==> config.mk <==
export PLATFORM = sky130hd
export DESIGN_NAME = tcc_merge
export DESIGN_NICKNAME = d
export VERILOG_FILES = /design/src/tcc_pkg.sv /design/src/tcc_merge.sv
export SDC_FILE = /design/constraint.sdc
export NUM_CORES = 1
export LEC_CHECK = 0
export BUFFER_PORTS_ARGS = -buffer_cell sky130_fd_sc_hd__buf_2
export CORE_AREA = 5 5 435 437
export DETAILED_ROUTE_END_ITERATION = 16
export DIE_AREA = 0 0 440 442
export GPL_TIMING_DRIVEN = 0
export RECOVER_POWER = 100
export SYNTH_ARGS = -nofsm -noshare
export SYNTH_HDL_FRONTEND = slang
export SYNTH_SLANG_ARGS = --single-unit
==> constraint.sdc <==
create_clock -name clk -period 3.7 [get_ports clk]
set_input_delay 0.185 -clock clk [delete_from_list [all_inputs] [get_ports clk]]
set_output_delay 0.185 -clock clk [all_outputs]
set_load 0.01 [all_outputs]
==> src/tcc_pkg.sv <==
package tcc_pkg;

    localparam int DEF_MAX_PATHS  = 16;
    localparam int DEF_COUNT_BITS = 32;

    localparam int FIRED_W     = 16;  // width of the fired-path mask
    localparam int ROW_W       = 4;   // width of a path index on the ports
    localparam int VALUE_W     = 32;  // width of count_value
    localparam int WIDE_W      = 64;  // width the merge widens a counter to
    localparam int NUM_PATHS_W = 5;

    localparam logic [NUM_PATHS_W-1:0] NUM_PATHS_RESET = 5'd16;

    typedef enum logic [0:0] {
        MODE_EVENT = 1'b0,
        MODE_READ  = 1'b1
    } mode_t;

    typedef enum logic [1:0] {
        KIND_EVENTS  = 2'd0,
        KIND_ACCEPTS = 2'd1,
        KIND_PATH    = 2'd2,
        KIND_PAIR    = 2'd3
    } kind_t;

    typedef enum logic [1:0] {
        ST_IDLE,
        ST_SWEEP,
        ST_FLUSH,
        ST_READ
    } state_t;

    // write-back side of the pair-row sweep, shared by all lanes
    typedef struct packed {
        logic             wr_en;
        logic [ROW_W-1:0] wr_row;
        logic             row_fired;  // path of this row fired
        logic             single;     // exactly one path fired
        logic             row_valid;  // row written since reset
    } sweep_ctl_t;

endpackage

==> src/tcc_merge.sv <==
module tcc_merge #(
    parameter int LANES      = tcc_pkg::DEF_MAX_PATHS,
    parameter int COUNT_BITS = tcc_pkg::DEF_COUNT_BITS
) (
    input  logic                         clk,
    input  logic                         load,
    input  logic                         is_read,
    input  tcc_pkg::kind_t               kind,
    input  logic [tcc_pkg::ROW_W-1:0]    row,
    input  logic [tcc_pkg::ROW_W-1:0]    col,
    input  logic                         row_valid,
    input  logic [COUNT_BITS-1:0]        pair_data [LANES],
    input  logic [COUNT_BITS-1:0]        path_data [LANES],
    input  logic [COUNT_BITS-1:0]        event_count,
    input  logic [COUNT_BITS-1:0]        accept_count,
    output logic [tcc_pkg::VALUE_W-1:0]  count_value
);
    import tcc_pkg::*;

    localparam int IDX_W = $clog2(LANES);

    logic [VALUE_W-1:0]    count_value_reg;
    logic [VALUE_W-1:0]    count_value_next;
    logic [COUNT_BITS-1:0] sel;
    logic [WIDE_W-1:0]     sel_wide;
    logic                  row_ok;
    logic                  col_ok;

    always_comb
    begin
        row_ok = ({1'b0, row} < (ROW_W + 1)'(LANES));
        col_ok = ({1'b0, col} < (ROW_W + 1)'(LANES));
        case (kind)
            KIND_EVENTS:  sel = event_count;
            KIND_ACCEPTS: sel = accept_count;
            KIND_PATH:    sel = row_ok ? path_data[row[IDX_W-1:0]] : '0;
            default:      sel = (row_ok && col_ok && row_valid) ?
                                pair_data[col[IDX_W-1:0]] : '0;
        endcase
        sel_wide         = WIDE_W'(sel);
        count_value_next = is_read ? sel_wide[VALUE_W-1:0] : '0;
    end

    always_ff @(posedge clk)
    begin
        if (load)
        begin
            count_value_reg <= count_value_next;
        end
    end

    assign count_value = count_value_reg;

endmodule

==> impl_results.md <==
- Status: finished, violations left
- Fillers: 21534
- Ys async rst share: 0%
- Vias in the first global route: 15052
- Die H: 442 um
- Vias per cell: 3.34
- Peak supply drop: 190 uV
- YS warnings: 0
- Starting density of the core: 5.36%
- Clock Power Share: 17.4%
- Switching Share: 47.2%
- Violations in the final reports: capacitance limit, slew limit
- Sequential cell area: 961 um2
- Critical path endpoint category: flop
- Initial antenna violation count: 201
- Area of the multi-input gates: 0.00840 mm2
- CTS Buffer Depth: 2
- CP cell instances: buf_6 > clkbuf_4 > buf_4 > buf_4 > mux2i_1 > a22oi_1 > a31oi_1 > o211ai_1
- Clock root buffer: clkbuf_16
- TritonCTS Sinks: 32
- Total chip power: 3.41 mW
- Port Buffer Count: 1130
- Netlist cell types: 29
- PwrDens: 178 mW/mm2
- Cell mode on critical path: buf_4
- Placer Congestion: 0.974
- Pin count of the biggest net entering global routing: 33
- Via count: 14957
- Slowest cell on the critical path: mux2i_1
- Antenna Nets Post-Route: 0
- WHS: 0.333 ns
- Total grt overflow: 0
- Hold/Removal Path Class: input port to flop
- WL per Instance: 38.3 um
- Clock-pin slew on the worst setup and hold paths: 0.10 ns
- Crit path DAT: 3.56 ns
- Leak: 8.33 nW
- Gate power share: 69.0%
- P_sw: 1.61 mW
- Setup Viol. Count Final: 0
- Area of the die: 0.194 mm2
- RSZ-0062 raised after global routing: no
- DR iter-0 viols: 1442
- Syn Area/Cell: 12.6 um2
- Worst-path fanout max: 10
- Area of the core: 0.185 mm2
- I/O Pins: 1134
- Reg power frac: 13.6%
- Share of cells above drive strength 1: 70.9%
- Die width: 440 um
- Final #Nets: 3038
- Max-Cap Viols: 1
- Path type of the worst setup path: input port to flop
- Row cnt: 158
- Number of CTS-inserted buffers: 5
- Final worst path period need: 3.57 ns
- Slew @ Worst Pin: 2.90 ns
- Pre-Repair DR Iteration Count: 5
- Area growth syn-to-layout: 92.9%
- EDFF count, synth: 32
- CTS tree: done
- H-tree levels: 2
- Global-route wire length before repair: 202000 um
- Register area share after synthesis: 9.70%
- Max Transition Viols Final: 33
- Primary FF master, synth: edfxtp_1
- Syn Inst Count: 789
- Final period utilization: 96.4%
- DRC: 0
- Net count after synthesis: 1891
- DP HPWL: 159000 um
- Pint: 1.80 mW
- Rel. slew slack: -93.4%
- Max reg flops: 32
- Total GRT Usage: 16.8%
- Post-synthesis cell area: 0.00990 mm2
- Worst Setup Start Kind: input port
- WP data required: 3.69 ns
- Crit path largest cell delay: 0.81 ns
- Max Freq: 280 MHz
- Hold Vio Cnt, Final: 0
- Post-CTS Setup Repair Bufs: 0
- WL final: 171000 um
- Synth Register Bits: 32
-- per-stage QoR --
step	worst slack [ns]	cells	area, um2	util (%)	setup TNS [ns]
2_1_floorplan	1.88	789	9900	-	0
3_3_place_gp	-1.33	4399	18700	10.1	-6.05
3_5_place_dp	-0.410	4408	18800	10.2	-1.84
4_1_cts	0.0150	4416	19000	10.3	0
5_1_grt	0.0774	4441	19000	10.3	0
6_report	0.132	4480	19100	10.3	0
-- placed cells by master (no fill, tap or decap), types with 4 or more instances in the layout --
master	n
buf_2	1127
mux2i_1	250
mux4_2	186
clkbuf_1	64
diode_2	63
a22oi_1	38
nor2_1	35
edfxtp_1	32
a22o_1	26
buf_6	21
a31oi_1	19
o22a_1	19
o211ai_1	19
buf_4	14
or3_1	14
o22ai_1	13
o32ai_1	9
mux4_1	6
mux2i_2	6
buf_1	5
clkbuf_16	5
clkbuf_2	4
nor2b_1	4
o32ai_2	4
-- power by group through the flow --
stage | combinational [mW] | sequential (mW) | clock [mW]
after floorplan | 0.868 | 0.481 | 0
after global placement | 2.40 | 0.469 | 0
after detailed placement | 2.44 | 0.469 | 0
after CTS | 2.45 | 0.461 | 0.641
after global routing | 2.48 | 0.467 | 0.636
final | 2.35 | 0.462 | 0.593
-- cell families (layout without fill, tap and decap cells) --
| group | count (synthesis) | in the layout | share of synthesized area [%] |
|---|---|---|---|
| other cells | 0 | 63 | 0 |
| mux | 448 | 448 | 69.8 |
| flops | 32 | 32 | 9.70 |
| buf+inv | 100 | 1248 | 6.04 |
| compound gates | 147 | 147 | 11.5 |
| simple gates | 62 | 62 | 3.02 |
-- metal layers --
| layer | routed length [um] | track usage (%) | up-vias |
|---|---|---|---|
| met5 | 499 | 0 | - |
| met4 | 4380 | 3.09 | 78 |
| met3 | 13700 | 4.32 | 332 |
| met2 | 92800 | 32.6 | 1137 |
| met1 | 60100 | 18.2 | 7545 |
| li1 | - | - | 5865 |
-- worst max-delay path, delay by kind of cell --
family / cells / cell delay, ns
AOI/OAI and AO/OA: 3 / 1.34
buffers and inverters: 4 / 1.19
muxes: 1 / 0.81
-- worst paths after layout --
kind                        from  slack, ns  cells past startpoint                            end
hold / removal    event_count[1]       0.33                      4   count_value[1]$_SDFFCE_PN0P_
setup / recovery          row[0]       0.13                      8  count_value[21]$_SDFFCE_PN0P_
-- area by class of cell --
class,instances,share of cell area [%]
plain buffers,99,3.11
well taps,2480,16.2
clock inverters,3,0.197
repair buffers,1140,30.0
flip-flops and latches,32,5.03
multi-input cells,657,44.0
diodes,63,0.825
inverters,1,0.0197
clock buffers,5,0.655
-- Yosys cell counts (2+ instances only) --
cell	instances	share of area, %
clkbuf_1	30	1.1
buf_2	33	1.7
and2_1	2	0.13
or3_1	14	0.88
mux4_1	6	1.6
nand2b_1	2	0.13
buf_4	15	1.1
a22oi_1	38	2.9
buf_6	13	1.5
buf_1	6	0.23
o22a_1	19	1.7
a31oi_1	19	1.2
mux2i_1	256	26
mux4_2	186	42
edfxtp_1	32	9.7
o32ai_1	13	1.1
o211ai_1	19	1.4
o22ai_1	13	0.82
nor2b_1	4	0.25
a22o_1	26	2.3
nor2_1	35	1.3
-- what timing repair did --
item / CTS / global route
endpoints found under the setup margin: 1 / 0
hold buffers: 0 / 0
gates resized for setup: 1 / 0
(Power assumes the default switching activity.)
