File: src/tcc_pkg.sv
package tcc_pkg;

    localparam int DEF_MAX_PATHS  = 16;
    localparam int DEF_COUNT_BITS = 32;

    localparam int FIRED_W     = 16;  // width of the fired-path mask
    localparam int ROW_W       = 4;   // width of a path index on the ports
    localparam int VALUE_W     = 32;  // width of count_value
    localparam int WIDE_W      = 64;  // width the merge widens a counter to
    localparam int NUM_PATHS_W = 5;

    localparam logic [NUM_PATHS_W-1:0] NUM_PATHS_RESET = 5'd16;

    typedef enum logic [0:0] {
        MODE_EVENT = 1'b0,
        MODE_READ  = 1'b1
    } mode_t;

    typedef enum logic [1:0] {
        KIND_EVENTS  = 2'd0,
        KIND_ACCEPTS = 2'd1,
        KIND_PATH    = 2'd2,
        KIND_PAIR    = 2'd3
    } kind_t;

    typedef enum logic [1:0] {
        ST_IDLE,
        ST_SWEEP,
        ST_FLUSH,
        ST_READ
    } state_t;

    // write-back side of the pair-row sweep, shared by all lanes
    typedef struct packed {
        logic             wr_en;
        logic [ROW_W-1:0] wr_row;
        logic             row_fired;  // path of this row fired
        logic             single;     // exactly one path fired
        logic             row_valid;  // row written since reset
    } sweep_ctl_t;

endpackage

File: src/tcc_lane.sv
module tcc_lane #(
    parameter int LANES      = tcc_pkg::DEF_MAX_PATHS,
    parameter int COUNT_BITS = tcc_pkg::DEF_COUNT_BITS,
    parameter int LANE_IDX   = 0
) (
    input  logic                      clk,
    input  logic                      rst_n,
    input  logic                      path_inc,
    input  logic                      fired_self,
    input  logic                      rd_en,
    input  logic [$clog2(LANES)-1:0]  rd_addr,
    input  tcc_pkg::sweep_ctl_t       sweep_ctl,
    output logic [COUNT_BITS-1:0]     pair_data,
    output logic [COUNT_BITS-1:0]     path_count
);
    import tcc_pkg::*;

    localparam int IDX_W = $clog2(LANES);

    // column LANE_IDX of the pair matrix, one entry per row
    logic [COUNT_BITS-1:0] mem [LANES];
    logic [COUNT_BITS-1:0] rd_data_reg;
    logic [COUNT_BITS-1:0] path_cnt_reg;
    logic [COUNT_BITS-1:0] path_cnt_next;
    logic [COUNT_BITS-1:0] old_val;
    logic [COUNT_BITS-1:0] new_val;
    logic                  pair_inc;
    logic                  on_diag;

    always_comb
    begin
        on_diag  = (sweep_ctl.wr_row == ROW_W'(LANE_IDX));
        pair_inc = sweep_ctl.row_fired &&
                   (sweep_ctl.single ? on_diag : (fired_self && !on_diag));
        old_val  = sweep_ctl.row_valid ? rd_data_reg : '0;
        new_val  = (pair_inc && !(&old_val)) ? old_val + COUNT_BITS'(1) : old_val;
        path_cnt_next = (path_inc && !(&path_cnt_reg)) ?
                        path_cnt_reg + COUNT_BITS'(1) : path_cnt_reg;
    end

    always_ff @(posedge clk)
    begin
        if (rd_en)
        begin
            rd_data_reg <= mem[rd_addr];
        end
    end

    always_ff @(posedge clk)
    begin
        if (sweep_ctl.wr_en)
        begin
            mem[sweep_ctl.wr_row[IDX_W-1:0]] <= new_val;
        end
    end

    always_ff @(posedge clk or negedge rst_n)
    begin
        if (!rst_n)
        begin
            path_cnt_reg <= '0;
        end
        else
        begin
            path_cnt_reg <= path_cnt_next;
        end
    end

    assign pair_data  = rd_data_reg;
    assign path_count = path_cnt_reg;

endmodule

File: config.mk
export PLATFORM = sky130hd
export DESIGN_NAME = tcc_lane
export DESIGN_NICKNAME = d
export VERILOG_FILES = /design/src/tcc_pkg.sv /design/src/tcc_lane.sv
export SDC_FILE = /design/constraint.sdc
export NUM_CORES = 1
export LEC_CHECK = 0
export ABC_AREA = 1
export BUFFER_PORTS_ARGS = -buffer_cell sky130_fd_sc_hd__buf_2
export CORE_AREA = 5 5 245 247
export DETAILED_ROUTE_END_ITERATION = 12
export DIE_AREA = 0 0 250 252
export PLACE_DENSITY = 0.67
export SLEW_MARGIN = 20
export SYNTH_ARGS = -nofsm -noshare
export SYNTH_HDL_FRONTEND = slang
export SYNTH_SLANG_ARGS = --single-unit
File: constraint.sdc
create_clock -name clk -period 2.35 [get_ports clk]
set_input_delay 0.47 -clock clk [delete_from_list [all_inputs] [get_ports clk]]
set_output_delay 0.47 -clock clk [all_outputs]
set_load 0.03 [all_outputs]
==> flow_summary.yaml <==
power_and_ir_drop:
  intPower_mw: 17.9
  p_total_mw: 23.3
  p_sw_share_pct: 23.2
  power.density_nw_per_um2: 770
  ir_drop_mv: 0.725
  power_frac_comb_pct: 8.9
  p_clk_share_pct: 40.6
  p_seq_share_pct: 50.5
  total_leakage_power_nw: 12.0
  p_sw_mw: 5.40
synth:
  synthesis.nets: 2429
  synth_ff_type: "edfxtp_1"
  syn_area_per_cell_um2: 10.6
  synth_edf_count: 544
  ys_ff_latch: 576
  syn_inst: 2411
  synth_top_area_cell: "edfxtp_1"
  synth_top_area_share_pct: 63.8
  yosysMostFrequentCell: "edfxtp_1"
  synth_warnings: 0
  yosysUniqueCellTypes: 28
  synthTopCellsByCount: "edfxtp_1 (544), nand2_1 (537), inv_1 (333), nand3_1 (243), o21ai_0 (136)"
  synth_area_leaders: "edfxtp_1 (64%), nand2_1 (7.9%), inv_1 (4.9%), nand3_1 (4.7%), o211ai_1 (3.8%)"
  netlist_area_um2: 25600
  ys_seq_area_share_pct: 66.9
  async_flop_share_pct: 5.56
min_path:
  hold_start: "path_inc"
  min_to: "path_count[16]"
  hold_depth: 4
  min_path_type: "primary input to flop"
sta:
  drv_slew: 0
  fin_worst_skew_ns: 0.0191
  finalSetupViolCount: 0
  worst_slew_pin_slew_ns: 0.763
  hold_slack_ns: 0.210
  rsz0062_at_grt: "no"
  fin_crit_sh_pct: 91.2
  slew_headroom_pct: 49.1
  max_clock_freq_mhz: 467
  hold_viol_final: 0
  finalCriticalPeriod_ns: 2.14
clock_tree:
  htree_num_levels: 2
  cts_root_buffer: "clkbuf_16"
  clkSinkCount: 576
  clockBufferDepth: 3
  cts_buffers: 59
  insertion_delay_ns: 0.61
  cts_tree: "yes"
  clkTransAtPathRegs_ns: 0.06
  cts_hold_buffers: 1
  post_cts_resized: 0
  post-cts-setup-buffer-count: 0
grt:
  first_global_vias: 17500
  overflow: 0
  antenna_found_initial: 2
  grt_pass1_wl_mm: 101
  grt_max_degree: 51
  track_usage_pct: 20.7
detailed_routing:
  ant_nets: 0
  drtPass1Iterations: 5
  viasPerCell: 5.35
  drc_errors: 0
  finalWirelength_mm: 67.2
  drt_iter0_drc: 1590
  via_count: 18100
  detail_route.wl_per_cell_um: 19.9
setup_path:
  slowest_stage: "edfxtp_1"
  path_cells: "nand3_1 -> nor2_1 -> buf_4 -> nand2_1 -> nor2_1 -> nand2_1 -> nand2_1 -> nand2_1 -> nand2_1 -> nand2_1 -> buf_12"
  crit_top_cell: "nand2_1"
  timing.rr.end: "mem[1][28]"
  path_class: "flop to flop"
  worstReg2RegStart: "pair_data[7]"
  endpoint_kind: "flop"
  max_stage_delay_ns: 0.51
  reg2reg_slack_ns: 0.21
  crit_fanout: 16
  worstSetupStartpointType: "flop"
  arrival_ns: 2.50
  r2r_cells: 11
  critPathRequiredTime_ns: 2.71
floorplan:
  rows: 88
  die_area_um2: 63000
  ios: 81
  start_util_pct: 44.7
  die_y_um: 252
  coreArea_um2: 57400
  die_x_um: 250
final_layout:
  final_nets: 2580
  regArea_um2: 17100
  final_util_pct: 52.7
  diodes: 0
  area_growth_pct: 18.0
  multiInputGateArea_um2: 6720
  nFillCells: 4827
  drive_gt1_share_pct: 13.0
place:
  io_buffers: 80
  gp_congestion: 0.915
  dp_hpwl_mm: 40.0
status:
  status: "finished clean"
job:
  cap_violations: 0
## power groups by stage
| stage | combinational, mW | clock, mW | sequential [mW] |
|---|---|---|---|
| 2_1_floorplan | 1.01 | 0 | 12.1 |
| 3_3_place_gp | 2.03 | 0 | 12.0 |
| 3_5_place_dp | 2.07 | 0 | 12.0 |
| 4_1_cts | 2.08 | 9.60 | 11.7 |
| 5_1_grt | 2.25 | 10.1 | 11.8 |
| 6_report | 2.07 | 9.45 | 11.8 |
## critical path, delay by kind of cell (launching register included)
family / cells / cell delay [ns]
AND/OR/NAND/NOR: 9 / 1.07
flip-flops: 1 / 0.51
buffers and inverters: 2 / 0.31
## stage by stage
| stage | cells | worst slack (ns) | setup TNS [ns] | cell area, um^2 |
|---|---|---|---|---|
| final | 3375 | 0.207 | 0 | 30200 |
| after detailed placement | 3265 | -0.0253 | -0.400 | 28300 |
| after global routing | 3375 | 0.0396 | 0 | 30200 |
| after CTS | 3375 | 0.231 | 0 | 30200 |
| after floorplan | 2411 | -0.245 | -23.51 | 25600 |
| after global placement | 3265 | -0.0295 | -1.05 | 28300 |
## placed cells by master (no fill, tap or decap), types with 11 or more instances in the layout
cell | Yosys | final
clkbuf_16 | 0 | 61
dfrtp_1 | 32 | 32
clkinv_2 | 0 | 11
a21oi_1 | 128 | 128
o21ai_0 | 136 | 136
buf_12 | 0 | 63
nor2_4 | 3 | 19
clkinv_1 | 0 | 12
buf_2 | 48 | 78
edfxtp_1 | 544 | 544
xor2_1 | 17 | 17
nand2_1 | 537 | 537
o211ai_1 | 128 | 128
buf_4 | 1 | 69
nand3b_1 | 19 | 19
nand3_1 | 243 | 243
inv_1 | 333 | 333
nor2_1 | 129 | 113
## routing by layer
metal | wire length [um] | up-vias | GRT usage, %
met2 | 31500 | 667 | 34.2
met1 | 28300 | 8711 | 28.1
met4 | 1960 | 2 | 6.81
met5 | 13 | - | 0
li1 | - | 8550 | -
met3 | 5380 | 125 | 4.02
## registers in the layout, summed over array words and instances (netlist names)
| signal | count |
|---|---|
| pair_data | 32 |
| mem | 512 |
| path_count | 32 |
## how the worst max path moves through the flow
stage	startpoint	depth (start not counted)	end
3_5_place_dp	sweep_ctl[0]	13	mem[6][28]
6_report	pair_data[7]	11	mem[1][28]
4_1_cts	pair_data[7]	11	mem[0][28]
2_1_floorplan	sweep_ctl[4]	3	mem[10][0]
5_1_grt	pair_data[8]	10	mem[9][25]
3_3_place_gp	sweep_ctl[0]	13	mem[6][28]
## kinds of logic (layout without fill, tap and decap cells)
kind of cell	after synthesis	after routing	synth area share, %
XOR/XNOR	23	23	0.786
AND/OR/NAND/NOR	959	959	16.0
flip-flops	576	576	66.9
buffers and inverters	459	658	7.36
adder cells (fa/ha/maj)	1	1	0.0488
AO/OA/AOI/OAI	393	393	8.94
## cell type report
cell class	instances	share of cell area (%)
Inverter	336	4.17
Multi-Input combinational cell	1376	22.2
Clock inverter	38	1.32
Tap cell	765	3.17
Clock buffer	71	5.17
Sequential cell	576	56.7
Timing Repair Buffer	213	7.29
Note: power is estimated with default switching activity, not from simulation.
